`config.mk`:
```
export PLATFORM = sky130hd
export DESIGN_NAME = gvs_arith
export DESIGN_NICKNAME = d
export VERILOG_FILES = /design/src/hw/rtl/gvs_pkg.sv /design/src/hw/rtl/gvs_arith.sv
export SDC_FILE = /design/constraint.sdc
export NUM_CORES = 2
export LEC_CHECK = 0
export BUFFER_PORTS_ARGS = -buffer_cell sky130_fd_sc_hd__buf_2
export CORE_UTILIZATION = 56
export CTS_CLUSTER_DIAMETER = 60
export DETAILED_ROUTE_END_ITERATION = 8
export GPL_ROUTABILITY_DRIVEN = 0
export PLACE_DENSITY_LB_ADDON = 0.05
export SYNTH_ARGS = -nofsm -noshare
export SYNTH_HDL_FRONTEND = slang
export SYNTH_SLANG_ARGS = --single-unit
export TNS_END_PERCENT = 100
```
`constraint.sdc`:
```
create_clock -name clk_i -period 11.4 [get_ports clk_i]
set_clock_uncertainty 0.05 [all_clocks]
set_input_delay 1.14 -clock clk_i [delete_from_list [all_inputs] [get_ports clk_i]]
set_output_delay 1.14 -clock clk_i [all_outputs]
set_load 0.1 [all_outputs]
```
`src/hw/rtl/gvs_pkg.sv`:
```
package gvs_pkg;

  // item operation carried in s_axis_tuser
  typedef enum logic [1:0] {
    OP_LOAD  = 2'd0,
    OP_START = 2'd1,
    OP_END   = 2'd2,
    OP_NONE  = 2'd3
  } op_e;

  typedef enum logic [1:0] {
    CMD_MUL  = 2'd0,
    CMD_DIV  = 2'd1,
    CMD_SQRT = 2'd2
  } arith_cmd_e;

  localparam int unsigned ARITH_W = 128;
  localparam int unsigned STEPS_W = 7;

  typedef struct packed {
    logic                 start;
    arith_cmd_e           cmd;
    logic [STEPS_W-1:0]   steps;
  } arith_ctrl_t;

  typedef struct packed {
    logic busy;
    logic done;
  } arith_stat_t;

endpackage

```
`src/hw/rtl/gvs_arith.sv`:
```
// Shared bit-serial unit: shift-add multiply, restoring divide (96-bit
// numerator), digit-by-digit square root. One bit (or one root digit) a cycle.
module gvs_arith (
  input  logic                         clk_i,
  input  logic                         rst_ni,
  input  gvs_pkg::arith_ctrl_t         ctrl_i,
  input  logic [gvs_pkg::ARITH_W-1:0]  op_a_i,
  input  logic [gvs_pkg::ARITH_W-1:0]  op_b_i,
  output gvs_pkg::arith_stat_t         stat_o,
  output logic [gvs_pkg::ARITH_W-1:0]  res_o
);
  import gvs_pkg::*;

  logic [ARITH_W-1:0] x_q, y_q, acc_q;
  logic [129:0]       rem_q;
  logic [STEPS_W-1:0] cnt_q;
  arith_cmd_e         cmd_q;
  logic               busy_q, done_q;

  logic [129:0] remn, sub_b;
  logic [130:0] diff;
  logic         ge;

  always_comb begin
    if (cmd_q == CMD_SQRT) begin
      remn  = {rem_q[127:0], x_q[127:126]};
      sub_b = {64'b0, acc_q[63:0], 2'b01};
    end else begin
      remn  = {rem_q[128:0], x_q[95]};
      sub_b = {2'b00, y_q};
    end
    diff = {1'b0, remn} - {1'b0, sub_b};
    ge   = ~diff[130];
  end

  always_ff @(posedge clk_i or negedge rst_ni) begin
    if (!rst_ni) begin
      busy_q <= 1'b0;
      done_q <= 1'b0;
      cnt_q  <= '0;
    end else begin
      done_q <= busy_q && (cnt_q == STEPS_W'(1));
      if (ctrl_i.start) begin
        busy_q <= 1'b1;
        cnt_q  <= ctrl_i.steps;
      end else if (busy_q) begin
        cnt_q <= cnt_q - STEPS_W'(1);
        if (cnt_q == STEPS_W'(1)) busy_q <= 1'b0;
      end
    end
  end

  always_ff @(posedge clk_i) begin
    if (ctrl_i.start) begin
      cmd_q <= ctrl_i.cmd;
      x_q   <= op_a_i;
      y_q   <= op_b_i;
      acc_q <= '0;
      rem_q <= '0;
    end else if (busy_q) begin
      unique case (cmd_q)
        CMD_MUL: begin
          if (y_q[0]) acc_q <= acc_q + x_q;
          x_q <= x_q << 1;
          y_q <= y_q >> 1;
        end
        CMD_DIV: begin
          rem_q <= ge ? diff[129:0] : remn;
          acc_q <= {acc_q[ARITH_W-2:0], ge};
          x_q   <= x_q << 1;
        end
        CMD_SQRT: begin
          rem_q <= ge ? diff[129:0] : remn;
          acc_q <= {acc_q[ARITH_W-2:0], ge};
          x_q   <= x_q << 2;
        end
        default: acc_q <= acc_q;
      endcase
    end
  end

  assign stat_o.busy = busy_q;
  assign stat_o.done = done_q;
  assign res_o       = acc_q;

endmodule

```
# --- Yosys cells after proc, flatten, opt, wreduce, memory -nomap -nowiden ---
# Cells that the tools add are included.
totals:
  wordCells: 44
  output_inout_bits: 130
  inputBits: 268
  reg_bits: 524
op_classes:
  bitwise: 1
  mux: 16
  addsub: 3
  n_eq_ne: 4
  n_reduce_logical: 12
ops:
  columns: ["op", "count"]
  rows:
  - ["$mux W128", 7]
  - ["$pmux W128 S2", 2]
  - ["$sub A130 B128 Y131", 1]
  - ["$mux W130", 1]
  - ["$mux W129", 1]
  - ["$add A128 B128 Y128", 1]
  - ["$mux W7", 2]
  - ["$eq A7 B1 Y1 const B", 1]
  - ["$sub A7 B1 Y7 const B", 1]
  - ["$reduce_and A2 Y1", 3]
  - ["$reduce_bool A2 Y1", 3]
  - ["$reduce_or A2 Y1", 2]
  - ["$mux W1", 3]
  - ["$reduce_and A3 Y1", 1]
  - ["$reduce_bool A3 Y1", 1]
  - ["$eq A2 B1 Y1 const B", 1]
  - ["$eq A2 B2 Y1 const B", 1]
  - ["$logic_not A2 Y1", 1]
  - ["$ne A2 B2 Y1 const B", 1]
  - ["$logic_and A1 B1 Y1", 1]
  - ["$not A1 Y1", 1]

# --- Longest topological paths before layout ---
logic_depth:
  ltp_word: 5
  depth_mapped: 23
  ltp_nobuf: 18

# --- Worst setup path after synthesis ---
# Ideal clock, no wire load.
synth_timing:
  kind: "flip-flop to flip-flop"
  start: "reg cmd_q[0]"
  end: "reg x_q[0], enable pin"
  path_slack_ns: -0.433
  stages_incl_launch_ff: 9
  synth_period_minus_slack_ns: 11.833
  t_arrival_ns: 10.991
  cell_sequence: "edfxtp_1 -> inv_1 -> ha_1 -> clkbuf_1 -> clkbuf_1 -> buf_2 -> clkbuf_1 -> nor3_1 -> o21ai_0"
synth_via:
  elab_chain_cells: 4
synth_lines:
  columns: ["element", "line", "text"]
  rows:
  - ["from (decl)", "gvs_arith.sv:17", "arith_cmd_e cmd_q;"]
  - ["from (signal assigned)", "gvs_arith.sv:55", "cmd_q <= ctrl_i.cmd;"]
  - ["$eq A2 B1 Y1 / $logic_not A2 Y1 (equally long branches)", "gvs_arith.sv:61", "unique case (cmd_q)"]
  - ["$reduce_or A2 Y1 (no source line)", null, null]
  - ["$reduce_bool A3 Y1 (no source line) (*)", null, null]
  - ["$reduce_and A2 Y1 (no source line) (*)", null, null]
  - ["to (signal assigned)", "gvs_arith.sv:64", "x_q <= x_q << 1;"]
  - ["to (signal assigned)", "gvs_arith.sv:70", "x_q <= x_q << 1;"]
  - ["to (signal assigned)", "gvs_arith.sv:75", "x_q <= x_q << 2;"]
  - ["to (decl)", "gvs_arith.sv:14", "logic [ARITH_W-1:0] x_q, y_q, acc_q;"]
# Every way passes the cells marked *; elsewhere a longest branch is shown, timed or not.
# A chain may end at the register's enable or synchronous reset.

# --- Worst setup path in the final report ---
layout_timing:
  start: "reg cmd_q[0]"
  end: "reg rem_q[98]"
layout_via:
  elab_chain_cells: 4
layout_lines:
  columns: ["element", "line", "text"]
  rows:
  - ["$eq A2 B2 Y1", "gvs_arith.sv:25, gvs_arith.sv:61", null]
  - ["$mux W130 / $mux W128 (equally long branches)", "gvs_arith.sv:25", "if (cmd_q == CMD_SQRT) begin"]
  - ["$sub A130 B128 Y131", "gvs_arith.sv:32", "diff = {1'b0, remn} - {1'b0, sub_b};"]
  - ["$mux W129", "gvs_arith.sv:68, gvs_arith.sv:73", null]
  - ["to (signal assigned)", "gvs_arith.sv:68", "rem_q <= ge ? diff[129:0] : remn;"]
  - ["to (signal assigned)", "gvs_arith.sv:73", "rem_q <= ge ? diff[129:0] : remn;"]
  - ["to (decl)", "gvs_arith.sv:15", "logic [129:0] rem_q;"]
# Several ways; a longest one is shown, not always the timed one.

==> impl.org <==
** Floorplan
- between 300 and 400 I/O pins were placed.
- In this run the core area contains between 100 and 150 standard-cell rows.
- The die is 279.3 um tall.
- The floorplan step defined a core boundary enclosing ~0.076 mm^2.
- The die covers about 0.08 mm^2.
- The initial utilization of the core area, before any placement, comes to a little under three fifths.
- Horiz. Die Dim :: approximately 280 um

** Clocking
- The cell sitting at the root of the clock tree is a clkbuf_16.
- Counting every sink on the clock net gives between 500 and 600.
- Clock-pin slew was measured on the worst setup and hold paths at about 60 ps.
- The clock tree synthesis step divided the H-tree into 3 levels.
- In this run, post-CTS repair resized a total of 0 instances.
- Total setup buffers inserted after CTS :: 0
- Number of buffers created by CTS :: a little under 70
- Skew-Pair Late Insertion Delay :: ~630 ps
- TritonCTS built the clock tree.
- Counting along the longest clock path gives a buffer depth of 3.
- Post-CTS Hold Fix Bufs :: 0

** Pwr
- Power per Cell Area :: about 260 mW/mm^2
- Summing internal, switching and leakage power gives approximately 12 mW.
- IR analysis of the VDD net gives a maximum drop of 0.3358 mV.
- Static leakage power :: just under 20 nW

** Place
- The wire-length estimate of the detail-placed layout is between 100000 and 150000 um.
- Pre-CTS WS :: between 4000 and 5000 ps
- Port Buffers :: 397
- Once placement completed, the tool counted placed cells totaling around 6400.
- Summing all placed instances gives a cell area of roughly 0.045 mm^2.

** Worst setup path
- Largest driver fanout on the critical path :: ~220
- The critical path starts at cmd_q[0]$_DFFE_PP_.
- The most critical setup path has its endpoint at rem_q[98]$_SDFFE_PP0P_.
- The worst register-to-register path ends at rem_q[98]$_SDFFE_PP0P_.
- Critical Path Source Type :: flop
- Crit path arrival time :: ~7400 ps
- Crit Reg-Reg Startpoint :: cmd_q[0]$_DFFE_PP_
- The number of cells on the worst reg-to-reg path is 19.
- WS Path Type :: reg -> reg
- The worst register-to-register path has a setup slack of roughly 4500 ps.
- Data required time at the worst endpoint :: around 12000 ps
- The worst setup path is captured at a flop.

** Timing
- Worst hold slack :: between 300 and 400 ps
- Setup violations remaining at the end of the flow were counted as 0.
- Headroom to the max-slew limit came out at 16.98%.
- The max-slew violation total from the final report came to 0.
- Smallest setup slack after layout :: between 4000 and 5000 ps
- Total count of hold-check failures in the final report :: 0
- Setup repair after global routing left no endpoint under its margin.
- For the pin with the worst max-slew slack, the measured transition is 1214 ps.
- The worst path uses between 60% and 70% of the clock period.
- Post-route minimum period :: 6941 ps
- Max Clock Freq :: between 100 and 150 MHz
- For the final routed database, the setup TNS stands at 0 ps.

** Logic synthesis
- Area of the mapped netlist :: approximately 0.043 mm^2
- Synthesis handed over a netlist of 5281 instances.
- Leading area contributor after synthesis :: edfxtp_1
- Sequential elements use 30.46% of the synthesized area.
- Flop and latch count out of synthesis :: about 520
- Yosys mapped a number of flops with a built-in enable equal to 258.
- The most used flip-flop cell after synthesis is edfxtp_1.
- Share of synthesized registers carrying an async set or reset :: 1.718%
- The number of nets handed over by synthesis was 5812.
- The top cell type by area accounts for between 15 and 20% of the synthesized area.
- Number of distinct standard cells referenced by the synthesized netlist :: 91
- For this run, the number of Yosys warnings is 0.
- Synth Area per Inst :: about 8.2 um^2
- Sorting the synthesized cells by area gives the leading types as edfxtp_1 18%, dfxtp_1 12%, ha_1 7.6%.

** Final layout
- Layout area overhead :: 10.64%
- The finished layout holds between 6000 and 7000 standard cells, fillers aside.
- Share of the core filled with cells :: between 60% and 70%
- Leaving out fill and tap cells, the most frequent cell in the layout is nand2_1.
- At the end of the flow, the number of nets in the layout was just under 6000.
- After routing the design area is 0.04764 mm^2.
- Most frequent cells in the layout :: 611 x nand2_1, 513 x o21ai_0, 501 x a21oi_1, 474 x nor2_1, 396 x buf_2
- In the final layout, the share of cells above drive strength 1 is ~16%.

** Route
- After detailed routing, the total wire length is around 140000 um.
- The count of nets left with antenna violations once routing finished came out at 0.
- Met2 wire len :: between 50000 and 60000 um
- The detailed router placed approximately 41000 vias in this run.
- Total DRC errors in the routed layout :: 0
- Initial DRC count :: between 4000 and 5000
- The detailed router put a total of between 60000 and 70000 um of wire on met1.
- The highest metal layer carrying signal wires in the routed design is met5.
- Drt pass-1 iters :: 6
- Summed over all nets, wire length on met3 after detailed routing comes to approximately 12000 um.
- Mean number of vias per cell :: 6.324
- Dividing the detail-routed wire length by the instance count gives 21.29 um.

** GRT
- Initial antenna violation count :: 5
- The number of global-route vias before repair is ~38000.
- GRT Residual Overflow :: 0
- Wire length of the first global-routing pass :: about 210000 um
- Entering global routing, the biggest net connects 222 pins.
- Global routing used 34.27% of the available tracks across all layers.

** Run status
- The run finished with clean final reports.

** Run
- The tool flagged a number of max-cap violations equal to 0.

** Hold path
- Class of the tightest hold or removal check :: in -> async
## final cells by class
cell class,count,area [um^2]
Inverter,97,364.1
Multi-Input combinational cell,4294,28240
Clock inverter,37,454.2
Antenna cell,4,10.01
Sequential cell,524,13120
Fill cell,6871,28430
Tap cell,1030,1289
Timing Repair Buffer,434,2312
Clock buffer,90,1857
## critical path, stage by stage, from the launching register on
cell and delay [ps]:
edfxtp_1 390, inv_1 230, ha_4 680, buf_12 640, or2_2 240, ha_1 150
inv_1 50, fa_1 390, a21o_1 220, a221oi_2 300, o21ai_1 160, o31a_1 330
a311oi_4 480, a21oi_1 210, a31o_2 360, a41oi_4 250, buf_12 640, and2_1 670
a22oi_1 140, o21ai_0 110
## power breakdown
group          switching, mW  total (mW)  internal [mW]
Clock                  0.912        2.26           1.35
Combinational           4.67        7.13           2.46
Sequential             0.417        2.83           2.42
## worst min path at each step
stage                                 start                 endpoint  cells after the start
floorplan           rem_q[128]$_SDFFE_PP0P_  rem_q[128]$_SDFFE_PP0P_                      2
global route                         rst_ni     cnt_q[2]$_DFFE_PN0P_                      1
finish                               rst_ni         busy_q$_DFF_PN0_                      1
CTS                                  rst_ni     cnt_q[0]$_DFFE_PN0P_                      1
detailed placement   rem_q[69]$_SDFFE_PP0P_   rem_q[69]$_SDFFE_PP0P_                      2
global placement    rem_q[128]$_SDFFE_PP0P_  rem_q[128]$_SDFFE_PP0P_                      2
## kinds of logic (layout without fill, tap and decap cells)
| logic type | Yosys count | in the layout | synth area share, % |
|---|---|---|---|
| multiplexers | 473 | 473 | 11.75 |
| AND/OR/NAND/NOR | 1647 | 1647 | 17.29 |
| buffers and inverters | 463 | 658 | 4.155 |
| other | 0 | 4 | 0 |
| flip-flops | 524 | 524 | 30.46 |
| XOR/XNOR | 227 | 227 | 4.617 |
| AO/OA/AOI/OAI | 1684 | 1684 | 24.05 |
| adder cells (fa/ha/maj) | 263 | 263 | 7.676 |
## sequential cells by signal, indices dropped and copies added, names as in the netlist
| signal | count |
|---|---|
| cnt_q | 7 |
| cmd_q | 2 |
| rem_q | 129 |
| res_o | 128 |
| x_q | 128 |
| done_q | 1 |
| busy_q | 1 |
| y_q | 128 |
## synthesized netlist by cell type (all sizes together) (9+ instances only)
master	n
nor3	123
o21a	45
ha	261
and3	16
nor4	20
a21o	116
o211a	12
a31oi	40
a211oi	108
a22oi	9
a311oi	31
edfxtp	258
nand3	55
o31ai	25
o21ai	522
or2	12
dfxtp	257
xor2	80
nand4	137
and2	18
buf	54
o21bai	71
a21oi	501
clkbuf	312
dfrtp	9
xnor2	147
nor2b	16
mux2i	214
or3	35
mux2	259
nor2	476
a221o	14
inv	96
nand2b	93
nand2	614
o22ai	12
a221oi	20
o211ai	76
a21boi	19
## metal layers
metal  GRT usage [%]  vias to the layer above
met2           51.29                     1766
met3           6.197                      280
li1                -                    19770
met4           14.40                        2
met5               0                        -
met1           48.32                    19360
No activity file was read; power rests on OpenSTA's default activity.
